`config.mk`:
```
export PLATFORM = sky130hd
export DESIGN_NAME = hs_ctrl
export DESIGN_NICKNAME = d
export VERILOG_FILES = /design/src/rtl/core/hs_pkg.sv /design/src/rtl/core/hs_ctrl.sv
export SDC_FILE = /design/constraint.sdc
export NUM_CORES = 1
export LEC_CHECK = 0
export ABC_AREA = 0
export BUFFER_PORTS_ARGS = -buffer_cell sky130_fd_sc_hd__buf_2
export CAP_MARGIN = 20
export CORE_AREA = 2 2 39 41
export CTS_BUF_LIST = sky130_fd_sc_hd__clkbuf_8
export DETAILED_ROUTE_END_ITERATION = 10
export DIE_AREA = 0 0 41 43
export SLEW_MARGIN = 20
export SYNTH_ARGS = -nofsm -noshare
export SYNTH_HDL_FRONTEND = slang
export SYNTH_SLANG_ARGS = --single-unit
```
`constraint.sdc`:
```
create_clock -name clk -period 3.7 [get_ports clk]
set_clock_uncertainty 0.1 [all_clocks]
set_input_delay 0 -clock clk [delete_from_list [all_inputs] [get_ports clk]]
set_output_delay 0 -clock clk [all_outputs]
set_load 0.05 [all_outputs]
```
`src/rtl/core/hs_pkg.sv`:
```
// Shared types and constants for the heap_sort block.
// Depends on nothing; used by hs_cell, hs_ctrl and heap_sort.
`timescale 1ns / 1ps

package hs_pkg;

	localparam int MAX_ITEMS   = 64;
	localparam int VALUE_WIDTH = 32;
	localparam int CNT_W       = $clog2(MAX_ITEMS + 1);

	typedef logic signed [VALUE_WIDTH-1:0] value_t;
	typedef logic [CNT_W-1:0] cnt_t;

	typedef struct packed {
		value_t value_in;
		logic   last_in;
	} in_t;

	typedef struct packed {
		value_t value_out;
		logic   last_out;
	} out_t;

	// per-cycle command broadcast to every cell
	typedef struct packed {
		logic ins;
		logic shift;
	} cell_ctrl_t;

	function automatic logic value_lt(input value_t a, input value_t b);
		return a < b;
	endfunction

endpackage

```
`src/rtl/core/hs_ctrl.sv`:
```
// Sequencer for the heap_sort chain: fill count, load and drain phases.
// Depends on hs_pkg.
`timescale 1ns / 1ps

module hs_ctrl (
	input  logic               clk,
	input  logic               arst_n,
	input  logic               start,
	input  logic               last_in,
	output logic               busy,
	output logic               done,
	output logic               last_out,
	output hs_pkg::cell_ctrl_t ctrl
);

	typedef enum logic [1:0] {
		ST_LOAD  = 2'b01,
		ST_DRAIN = 2'b10
	} state_t;

	state_t      state_q;
	hs_pkg::cnt_t cnt_q;
	logic        accept;
	logic        room;

	assign accept     = start && (state_q == ST_LOAD);
	assign room       = cnt_q < hs_pkg::CNT_W'(hs_pkg::MAX_ITEMS);
	assign busy       = (state_q == ST_DRAIN);
	assign done       = (state_q == ST_DRAIN);
	assign last_out   = (cnt_q == hs_pkg::CNT_W'(1));
	assign ctrl.ins   = accept && room;
	assign ctrl.shift = (state_q == ST_DRAIN);

	always_ff @(posedge clk or negedge arst_n) begin
		if (!arst_n) begin
			state_q <= ST_LOAD;
			cnt_q   <= '0;
		end else begin
			unique case (state_q)
				ST_LOAD: begin
					if (accept) begin
						if (room) cnt_q <= cnt_q + hs_pkg::CNT_W'(1);
						if (last_in) state_q <= ST_DRAIN;
					end
				end
				ST_DRAIN: begin
					cnt_q <= cnt_q - hs_pkg::CNT_W'(1);
					if (last_out) state_q <= ST_LOAD;
				end
				default: begin
					state_q <= ST_LOAD;
				end
			endcase
		end
	end

endmodule

```
==> flow_summary.toml <==
[run_status]
outcome = "finished, final reports clean"

[logic_synthesis]
synth-seq-cells = 9
netlist_area_um2 = 515
synth_cells = 48
synth_area_per_cell_um2 = 10.7
synth_seq_area_share_pct = 43.9
syn_nets = 55
yosysWarnings = 0
yosysUniqueCellTypes = 28

[cts]
cts_tree = "done"
clk_latency_ns = 0.23
clock-root-buffer = "clkbuf_8"
postCtsResizedCells = 0
clock_path_buffers = 2
cts_buffers = 3
h-tree-depth = 1
cts_num_sinks = 9
clkTransAtPathRegs_ns = 0.05

[sta]
fin_crit_sh_pct = 56.7
layout_setup_ws_ns = 1.60
period_needed_ns = 2.10
fin_tns_setup_ns = 0
hold_viol_final = 0
slew-limit-headroom_pct = 37.7
worst_pin_slew_ns = 0.922
setup_viol = 0
rsz0062_at_grt = "false"
max_freq_ghz = 0.476
holdWs_ns = 0.0103
slew_violations = 0

[global_routing]
grt_max_degree = 10
grt_pass1_wl_um = 1460
overflow = 0
grt_pass1_vias = 334
antenna_found_initial = 0
grt_use_total_pct = 13.2

[power]
ir_worst_vdd_mv = 0.260
p_per_area_mw_per_mm2 = 478
p_leak_nw = 0.321

[floorplanning]
start_util_pct = 37.3
ios = 9
fp.dieW_um = 41
dieArea_mm2 = 0.00176
die_y_um = 43
core-area_mm2 = 0.00138
core.rowCount = 14

[worst_setup_path]
required_ns = 3.72
critPathCaptureType = "register"
critPathTopFamily = "simple AND/OR/NAND/NOR gates"
crit_type = "reg2reg"
slowest_delay_ns = 0.74
cp.buffers_inverters = 0
crit_path_max_fanout = 7
arrival_ns = 2.12
crit_chain = "nor4bb_1 > nand4_1 > o21a_2 > xnor2_2"
start_kind = "register"
crit_slowest_cell = "nor4bb_1"

[placed_design]
port_buffers = 8
pre_cts_ws_ns = 1.63
globalplace.congestion = 0.779
place_hpwl_um = 625

[drt]
post_drt_wl_per_cell_um = 12.0
avgViaCountPerCell = 5.12
vias = 379
drtPass1Iterations = 4
drt_iter0_drc = 11
drt-total-wl_um = 886
route.detailed.drc = 0
ant_nets = 0

[finish]
syn_to_final_growth_pct = 18.7
insertedDiodeCount = 0
seq_area_um2 = 226
layout-drive-gt1-share_pct = 27.6
fillers = 127
multi_input_area_um2 = 255
nets = 66

[run]
cap_viol_max_count = 0

[min_path]
hold_class = "in2reg"
worst paths after layout:
kind                            startpoint          to  slack, ns  cells after the start
worst max-delay path            state_q[0]    cnt_q[5]       1.60                      4
worst min-delay path               last_in  state_q[0]       0.01                      3
worst max register to register  state_q[0]    cnt_q[5]       1.60                      4
worst min register to register    cnt_q[6]    cnt_q[6]       0.42                      1
max in group asynchronous           arst_n  state_q[0]       3.21                      2
min in group asynchronous           arst_n    cnt_q[6]       0.04                      2
placed cells by master (no fill, tap or decap):
cell type | Yosys | layout
dfrtp_1 | 8 | 8
buf_2 | 0 | 8
inv_1 | 4 | 5
nand2_1 | 4 | 4
xnor2_1 | 3 | 3
ha_1 | 3 | 3
clkbuf_8 | 0 | 3
nor3_1 | 2 | 2
xor2_1 | 2 | 2
nand2b_1 | 1 | 1
or3_4 | 1 | 1
nor4b_2 | 1 | 1
nor4bb_1 | 1 | 1
nand3_1 | 1 | 1
o22a_1 | 1 | 1
and3_1 | 1 | 1
nand3b_1 | 1 | 1
a41oi_1 | 1 | 1
a21oi_1 | 1 | 1
nand4_1 | 1 | 1
o41ai_1 | 1 | 1
or3_1 | 1 | 1
o211ai_1 | 1 | 1
nor2_1 | 1 | 1
or4_1 | 1 | 1
o21a_2 | 1 | 1
xnor2_2 | 1 | 1
dlygate4sd3_1 | 0 | 1
dfstp_2 | 1 | 1
worst reg2reg max path: cells and delay by family, from the launching register on:
kind            cells  cell delay (ns)
compound gates      1             0.26
simple gates        2             0.97
flops               1             0.53
xor+xnor            1             0.12
per-stage QoR:
stage                     utilization [%]  instances  power [mW]  area (um2)
after floorplan                         -         48       0.167         515
after global placement               40.2         69       0.180         557
after detailed placement             40.2         69       0.180         557
after CTS                            44.2         74       0.294         612
after global routing                 44.2         74       0.306         612
final                                44.2         74       0.293         612
report_power, final:
group / internal (mW) / total, mW / switching (mW)
registers: 0.108 / 0.119 / 0.0118
clock network: 0.0724 / 0.113 / 0.0410
logic: 0.0229 / 0.0599 / 0.0370
total: 0.203 / 0.293 / 0.0898
logic make-up (layout without fill, tap and decap cells):
family / Yosys count / in the layout / share of synthesized area [%]
AO/OA/AOI/OAI: 6 / 6 / 9.22
XOR/XNOR: 6 / 6 / 11.7
flip-flops: 9 / 9 / 43.9
buffers and inverters: 7 / 17 / 6.55
AND/OR/NAND/NOR: 17 / 17 / 21.4
adder cells (fa/ha/maj): 3 / 3 / 7.28
layer usage:
layer,part of all wire (%),up-vias,track usage (%)
li1,-,187,-
met1,47,177,17.8
met2,45,10,16.6
met3,4.1,5,3.14
met4,4.0,0,12.0
met5,0,-,0
registers in the layout, summed over array words and instances (netlist names):
name and flops:
cnt_q 7, state_q 2
synthesized netlist by cell type (all sizes together):
| cell | instances | area share [%] |
|---|---|---|
| a21oi | 1 | 0.97 |
| a41oi | 1 | 1.7 |
| and3 | 1 | 1.2 |
| buf | 2 | 2.9 |
| clkbuf | 1 | 0.73 |
| dfrtp | 8 | 39 |
| dfstp | 1 | 5.1 |
| ha | 3 | 7.3 |
| inv | 4 | 2.9 |
| nand2 | 4 | 2.9 |
| nand2b | 1 | 1.2 |
| nand3 | 1 | 0.97 |
| nand3b | 1 | 1.5 |
| nand4 | 1 | 1.2 |
| nor2 | 1 | 0.73 |
| nor3 | 2 | 1.9 |
| nor4b | 1 | 2.9 |
| nor4bb | 1 | 1.9 |
| o211ai | 1 | 1.5 |
| o21a | 1 | 1.7 |
| o22a | 1 | 1.7 |
| o41ai | 1 | 1.7 |
| or3 | 2 | 3.4 |
| or4 | 1 | 1.5 |
| xnor2 | 4 | 8.3 |
| xor2 | 2 | 3.4 |
timing repair:
action / CTS / global route
hold endpoints to repair: 9 / 0
hold buffers: 1 / 0
buffers inserted: 0 / 0
final cells by class:
class | count | area share, %
Inverter | 4 | 2.45
Timing Repair Buffer | 9 | 8.18
Tap cell | 16 | 3.27
Clock inverter | 1 | 0.613
Clock buffer | 3 | 6.75
Sequential cell | 9 | 37.0
Multi-Input combinational cell | 32 | 41.7
No activity file was read; power rests on OpenSTA's default activity.
