<file path="src/rtl/core/hs_pkg.sv">
// Shared types and constants for the heap_sort block.
// Depends on nothing; used by hs_cell, hs_ctrl and heap_sort.
`timescale 1ns / 1ps

package hs_pkg;

	localparam int MAX_ITEMS   = 64;
	localparam int VALUE_WIDTH = 32;
	localparam int CNT_W       = $clog2(MAX_ITEMS + 1);

	typedef logic signed [VALUE_WIDTH-1:0] value_t;
	typedef logic [CNT_W-1:0] cnt_t;

	typedef struct packed {
		value_t value_in;
		logic   last_in;
	} in_t;

	typedef struct packed {
		value_t value_out;
		logic   last_out;
	} out_t;

	// per-cycle command broadcast to every cell
	typedef struct packed {
		logic ins;
		logic shift;
	} cell_ctrl_t;

	function automatic logic value_lt(input value_t a, input value_t b);
		return a < b;
	endfunction

endpackage

</file>
<file path="src/rtl/core/hs_cell.sv">
// One cell of the sorting chain: holds a value and its valid bit.
// Depends on hs_pkg.
`timescale 1ns / 1ps

module hs_cell (
	input  logic               clk,
	input  logic               arst_n,
	input  hs_pkg::cell_ctrl_t ctrl,
	input  hs_pkg::value_t     new_val,
	input  logic               prev_lt,
	input  hs_pkg::value_t     prev_val,
	input  logic               prev_vld,
	input  hs_pkg::value_t     next_val,
	input  logic               next_vld,
	output hs_pkg::value_t     val,
	output logic               vld,
	output logic               lt
);

	hs_pkg::value_t val_q;
	logic           vld_q;

	// an empty cell counts as larger than anything
	assign lt  = !vld_q || hs_pkg::value_lt(new_val, val_q);
	assign val = val_q;
	assign vld = vld_q;

	always_ff @(posedge clk or negedge arst_n) begin
		if (!arst_n) begin
			vld_q <= 1'b0;
		end else if (ctrl.shift) begin
			vld_q <= next_vld;
		end else if (ctrl.ins && lt) begin
			vld_q <= prev_lt ? prev_vld : 1'b1;
		end
	end

	always_ff @(posedge clk) begin
		if (ctrl.shift) begin
			val_q <= next_val;
		end else if (ctrl.ins && lt) begin
			// displaced: take the neighbour's old value, else the new one lands here
			val_q <= prev_lt ? prev_val : new_val;
		end
	end

endmodule

</file>
<file path="config.mk">
export PLATFORM = sky130hd
export DESIGN_NAME = hs_cell
export DESIGN_NICKNAME = d
export VERILOG_FILES = /design/src/rtl/core/hs_pkg.sv /design/src/rtl/core/hs_cell.sv
export SDC_FILE = /design/constraint.sdc
export NUM_CORES = 1
export LEC_CHECK = 0
export BUFFER_PORTS_ARGS = -buffer_cell sky130_fd_sc_hd__clkbuf_2
export CAP_MARGIN = 0
export CELL_PAD_IN_SITES_DETAIL_PLACEMENT = 0
export CELL_PAD_IN_SITES_GLOBAL_PLACEMENT = 1
export CORE_ASPECT_RATIO = 0.6
export CORE_MARGIN = 5
export CORE_UTILIZATION = 35
export CTS_CLUSTER_SIZE = 10
export DETAILED_ROUTE_END_ITERATION = 6
export PLACE_DENSITY = 0.9
export SLEW_MARGIN = 10
export SYNTH_ARGS = -nofsm -noshare
export SYNTH_HDL_FRONTEND = slang
export SYNTH_SLANG_ARGS = --single-unit
export TNS_END_PERCENT = 30
</file>
<file path="constraint.sdc">
create_clock -name clk -period 9.1 [get_ports clk]
set_clock_uncertainty 0.2 [all_clocks]
set_input_delay 0.91 -clock clk [delete_from_list [all_inputs] [get_ports clk]]
set_output_delay 0.91 -clock clk [all_outputs]
set_load 0.02 [all_outputs]
</file>
==> results of run 1 <==
report_power, final:
part	internal, mW	leakage (nW)	total [mW]	switching [mW]
Combinational	0.0761	1.40	0.191	0.115
Clock	0.100	0.0706	0.161	0.0606
Sequential	0.198	0.337	0.212	0.0134
Total	0.375	1.81	0.564	0.189
final cells by class:
type | count | area (sq um)
clock buffers | 6 | 129
clock inverters | 2 | 10.0
fillers | 655 | 3410
inverters | 32 | 120
multi-input cells | 187 | 1350
flip-flops and latches | 33 | 986
well taps | 87 | 109
repair buffers | 139 | 703
cell usage in the layout (no fill, tap or decap):
cell type,instances
o211ai_1,1
inv_1,32
o41ai_2,1
nor2_1,4
clkinv_2,2
a31oi_1,1
clkbuf_2,136
dfrtp_1,1
edfxtp_1,32
nand3_1,2
clkbuf_16,5
and3_1,1
a221o_1,1
mux2i_1,32
nand2_1,42
nor3_2,1
o311a_1,1
clkbuf_1,1
nor4_1,1
a211o_1,1
ha_1,31
o2bb2ai_1,1
nor4b_1,1
buf_4,3
o21ai_1,1
a211oi_1,1
and3b_1,1
a221oi_2,1
a21o_1,1
a21oi_1,13
o21ai_0,35
nor3_1,1
o22ai_1,1
nand2b_1,2
nand4_1,6
mux2_1,1
or3_1,1
kinds of logic (layout without fill, tap and decap cells):
logic type / after synthesis / count (layout) / share of synthesized area (%)
flops: 33 / 33 / 39.5
fa+ha+maj: 31 / 31 / 15.5
buf+inv: 43 / 179 / 6.61
compound gates: 60 / 60 / 14.0
mux: 33 / 33 / 13.3
simple gates: 63 / 63 / 11.2
metal layers:
layer | GRT usage (%) | routed length [um]
met3 | 5.04 | 570
met5 | 0 | 0
met4 | 2.31 | 25
met1 | 22.1 | 3530
met2 | 25.7 | 3030
stage by stage:
step	setup WS (ns)	area (sq um)	hold WS, ns	std cells
6_report	5.18	3410	0.207	486
3_3_place_gp	5.05	3270	0.487	478
3_5_place_dp	4.91	3270	0.488	478
5_1_grt	5.05	3410	0.197	486
4_1_cts	5.16	3410	0.199	486
2_1_floorplan	4.18	2500	0.414	263
worst paths after layout:
path / from / end / slack, ns / depth (start not counted)
max in group asynchronous: arst_n / vld$_DFFE_PN0P_ / 8.41 / 1
worst min-delay path: arst_n / vld$_DFFE_PN0P_ / 0.21 / 1
worst max-delay path: new_val[2] / lt / 5.18 / 9
worst min register to register: vld$_DFFE_PN0P_ / vld$_DFFE_PN0P_ / 0.68 / 4
min in group clk: vld$_DFFE_PN0P_ / vld$_DFFE_PN0P_ / 0.68 / 4
worst max register to register: val[2]$_DFFE_PP_ / val[18]$_DFFE_PP_ / 5.66 / 9
registers in the layout (all words and copies together), names as in the netlist:
| register | count |
|---|---|
| val | 32 |
| vld | 1 |
critical path: stages:
cell and delay [ns]:
clkbuf_2 0.10, ha_1 0.31, a211o_1 0.31, a31oi_1 0.19, o311a_1 0.21, o41ai_2 0.09
a21oi_1 0.16, mux2_1 0.35, clkbuf_2 0.16
==> summary.txt, run 1 <==
Status
  – Status: finished clean

Synth
  – Post-synth EDFFs: 32
  – Largest area contributor in the netlist: edfxtp_1
  – Mapped Cells: 263
  – Ranking of synthesized cells by area: edfxtp_1 38%, ha_1 16%, mux2i_1 13%
  – Post-Syn Nets: 397
  – Number of synthesized register bits: 33
  – Synth top area share: 38.5%
  – Synth Flop Type: edfxtp_1
  – Post-synth cell types: 33
  – Async SR Flop Fraction: 3.03%
  – Top-count cell post-synth: nand2_1
  – Top post-synthesis cells by count: 42 x nand2_1, 35 x o21ai_0, 32 x edfxtp_1, 32 x inv_1, 32 x mux2i_1
  – Cell area after synthesis: 2500 sq um
  – Syn_area_per_cell: 9.50 sq um
  – Register area share after synthesis: 39.5%
  – Synth warn: 0

Finish
  – Area grow syn2layout: 36.5%
  – Layout cell share with drive strength beyond 1: 37.3%
  – Final #Nets: 532
  – Final core utilization: 50.0%
  – Ant diodes: 0

Global routing
  – Gr usage total: 16.1%
  – Gr ovfl total: 0
  – Largest net degree at the start of global routing: 70
  – Global-route wire length before repair: 11400 um
  – Initial antenna violation count: 0
  – Number of global-route vias before repair: 2345

Drt
  – Via density per instance: 4.77
  – Final WL: 7160 um
  – WL/cell: 14.7 um
  – Pre-Repair DR Iteration Count: 4
  – Vias: 2320
  – Iteration-0 DRC Markers: 90
  – ANT nets after route: 0
  – # DRC: 0

Clocking
  – Clock tree sinks: 33
  – Latest clock arrival within the worst-skew pair: 0.27 ns
  – # Post-CTS Setup Buffers: 0
  – Hold_buf cts: 0
  – Post-CTS resize count: 0
  – CTS H-Tree Depth: 2
  – Total CTS buffers: 5
  – Worst-case clock buffer depth: 2
  – Clock transition at the registers of the reported paths: 0.05 ns
  – TritonCTS clock tree: yes
  – Root buffer cell: clkbuf_16

Die
  – Initial core utilization: 36.6%
  – Die Span Y: 75.4 um
  – Num ports: 137
  – Core Box Area: 6820 sq um
  – Num rows: 23
  – Chip Width: 119 um
  – Die Area: 8980 sq um

Setup path
  – Critical Path RT: 7.99 ns
  – Crit-path max FO: 2
  – CP Capture Type: output port
  – WS Path Type: in -> out
  – Worst EP arrival: 2.81 ns
  – CP Launch Type: input port

Power
  – Pleak: 1.81 nW
  – Peak supply drop: 76.4 uV
  – Power Total: 0.564 mW
  – Power Dens Cells: 166 nW/um^2

Job
  – Max Cap Violations: 0

Placement
  – IO Port Bufs: 136
  – GP Congestion: 0.776
  – Post-DP HPWL: 5900 um

Timing
  – Final hold vios: 0
  – RSZ-0062 raised after global routing: no
  – Measured slew at the worst slew-check pin: 0.965 ns
  – Max Freq: 255 MHz
  – Post-route clock period utilization: 43.0%
  – Setup TNS: 0 ns
  – Slew Viols, Final: 0
  – Min Clock Period, post-route: 3.92 ns
  – Setup Viol. Count Final: 0
  – Max transition margin: 35.3%

Worst hold path
  – Hold crit path type: in -> async
(Power assumes the default switching activity.)
==> inputs of run 2 (changes only) <==
- CORE_UTILIZATION: 35 -> 32
- PLACE_DENSITY: 0.9 -> 0.83
- clock period: 9.1 -> 4 ns (I/O delays scaled with it)
==> summary.txt, run 2 (synthesized netlist as in run 1, its figures left out) <==
Status
  – Status: finished clean

Timing
  – RSZ-0062 raised after global routing: no
  – Max Freq: 323 MHz
  – Final hold vios: 0
  – Setup ws final: 0.903 ns
  – Measured slew at the worst slew-check pin: 0.799 ns
  – Max transition margin: 46.6%
  – Slew Viols, Final: 0
  – Min Clock Period, post-route: 3.10 ns
  – Setup Viol. Count Final: 0
  – Post-route clock period utilization: 77.4%
  – Setup TNS: 0 ns

Global routing
  – Gr usage total: 14.6%
  – Initial antenna violation count: 0
  – Number of global-route vias before repair: 2397
  – Global-route wire length before repair: 11200 um
  – Gr ovfl total: 0
  – Largest net degree at the start of global routing: 48

Placement
  – DP Cell Count: 499
  – GP Congestion: 0.801
  – IO Port Bufs: 136
  – Post-DP HPWL: 6020 um
  – Worst setup slack after placement: 0.723 ns
  – Placed inst area: 3320 sq um

Worst hold path
  – Hold crit path type: in -> reg

Finish
  – Most common cell after layout, fill and taps aside: clkbuf_2
  – Max FFs per register: 32
  – Ant diodes: 0
  – Area grow syn2layout: 38.4%
  – Design area: 3460 sq um
  – Non-filler instance count after layout: 507
  – Layout cell share with drive strength beyond 1: 36.8%
  – Final #Nets: 533
  – Commonest cells after routing, fill and taps aside: 136 x clkbuf_2, 42 x nand2_1, 35 x o21ai_0

Clocking
  – Clock transition at the registers of the reported paths: 0.05 ns
  – TritonCTS clock tree: yes
  – Post-CTS resize count: 0
  – Hold_buf cts: 1
  – Latest clock arrival within the worst-skew pair: 0.27 ns
  – Root buffer cell: clkbuf_16
  – # Post-CTS Setup Buffers: 0
  – Clock tree sinks: 33
  – CTS H-Tree Depth: 2
  – Worst-case clock buffer depth: 2
  – Total CTS buffers: 5

Die
  – Initial core utilization: 32.3%
  – Die Span Y: 78.4 um
  – Num ports: 137
  – Chip Width: 124 um
  – Num rows: 25
  – Die Area: 9730 sq um
  – Core Box Area: 7730 sq um

Drt
  – ANT nets after route: 0
  – Pre-Repair DR Iteration Count: 4
  – Vias: 2343
  – Via density per instance: 4.62
  – WL/cell: 13.9 um
  – # DRC: 0
  – Final WL: 7040 um
  – Iteration-0 DRC Markers: 48

Job
  – Max Cap Violations: 0

Setup path
  – WS Path Type: reg -> reg
  – Crit-path max FO: 17
  – Critical Path RT: 3.77 ns
  – CP Capture Type: flop
  – CP Launch Type: flop
  – Worst EP arrival: 2.87 ns

Power
  – Power Total: 1.28 mW
  – Peak supply drop: 175 uV
  – Pleak: 1.82 nW
  – Power Dens Cells: 369 nW/um^2
[run 2: layer usage]
layer	part of all wire [%]	GRT usage (%)
met5	0	0
met4	0.60	3.61
met3	10	5.98
met2	43	22.1
met1	46	19.3
[run 2: worst paths after layout]
path                                        from                 to  slack, ns  depth (start not counted)
min in group asynchronous                 arst_n    vld$_DFFE_PN0P_       0.30                          2
worst min-delay path                next_val[14]  val[14]$_DFFE_PP_       0.21                          3
worst max-delay path            val[2]$_DFFE_PP_  val[20]$_DFFE_PP_       0.90                          9
max in group asynchronous                 arst_n    vld$_DFFE_PN0P_       3.21                          2
worst min register to register   vld$_DFFE_PN0P_    vld$_DFFE_PN0P_       0.64                          4
worst max register to register  val[2]$_DFFE_PP_  val[20]$_DFFE_PP_       0.90                          9
[run 2: area by class of cell]
| type | count | area [sq um] |
|---|---|---|
| Fill cell | 802 | 4270 |
| Multi-Input combinational cell | 187 | 1360 |
| Sequential cell | 33 | 986 |
| Timing Repair Buffer | 140 | 726 |
| Tap cell | 108 | 135 |
| Clock buffer | 6 | 129 |
| Inverter | 32 | 120 |
| Clock inverter | 1 | 3.75 |
[run 2: worst max-delay path, stage by stage, from the launching register on]
cell and delay, ns:
edfxtp_1 0.37, inv_1 0.07, ha_1 0.24, a211o_1 0.30
a31oi_1 0.15, o311a_1 0.22, o41ai_2 0.10, and3_1 0.22
nor3_4 0.67, buf_12 0.25
[run 2: stage by stage]
stage          hold WS (ns)  util [%]
2_1_floorplan       -0.0956         -
3_3_place_gp        -0.0227      42.9
3_5_place_dp        -0.0154      42.9
4_1_cts               0.206      44.8
5_1_grt               0.225      44.8
6_report              0.212      44.8
[run 2: power by group]
group | switching [mW] | internal (mW) | total [mW] | leakage [nW]
combinational | 0.264 | 0.179 | 0.443 | 1.41
sequential | 0.0308 | 0.452 | 0.483 | 0.337
clock | 0.127 | 0.225 | 0.352 | 0.0644
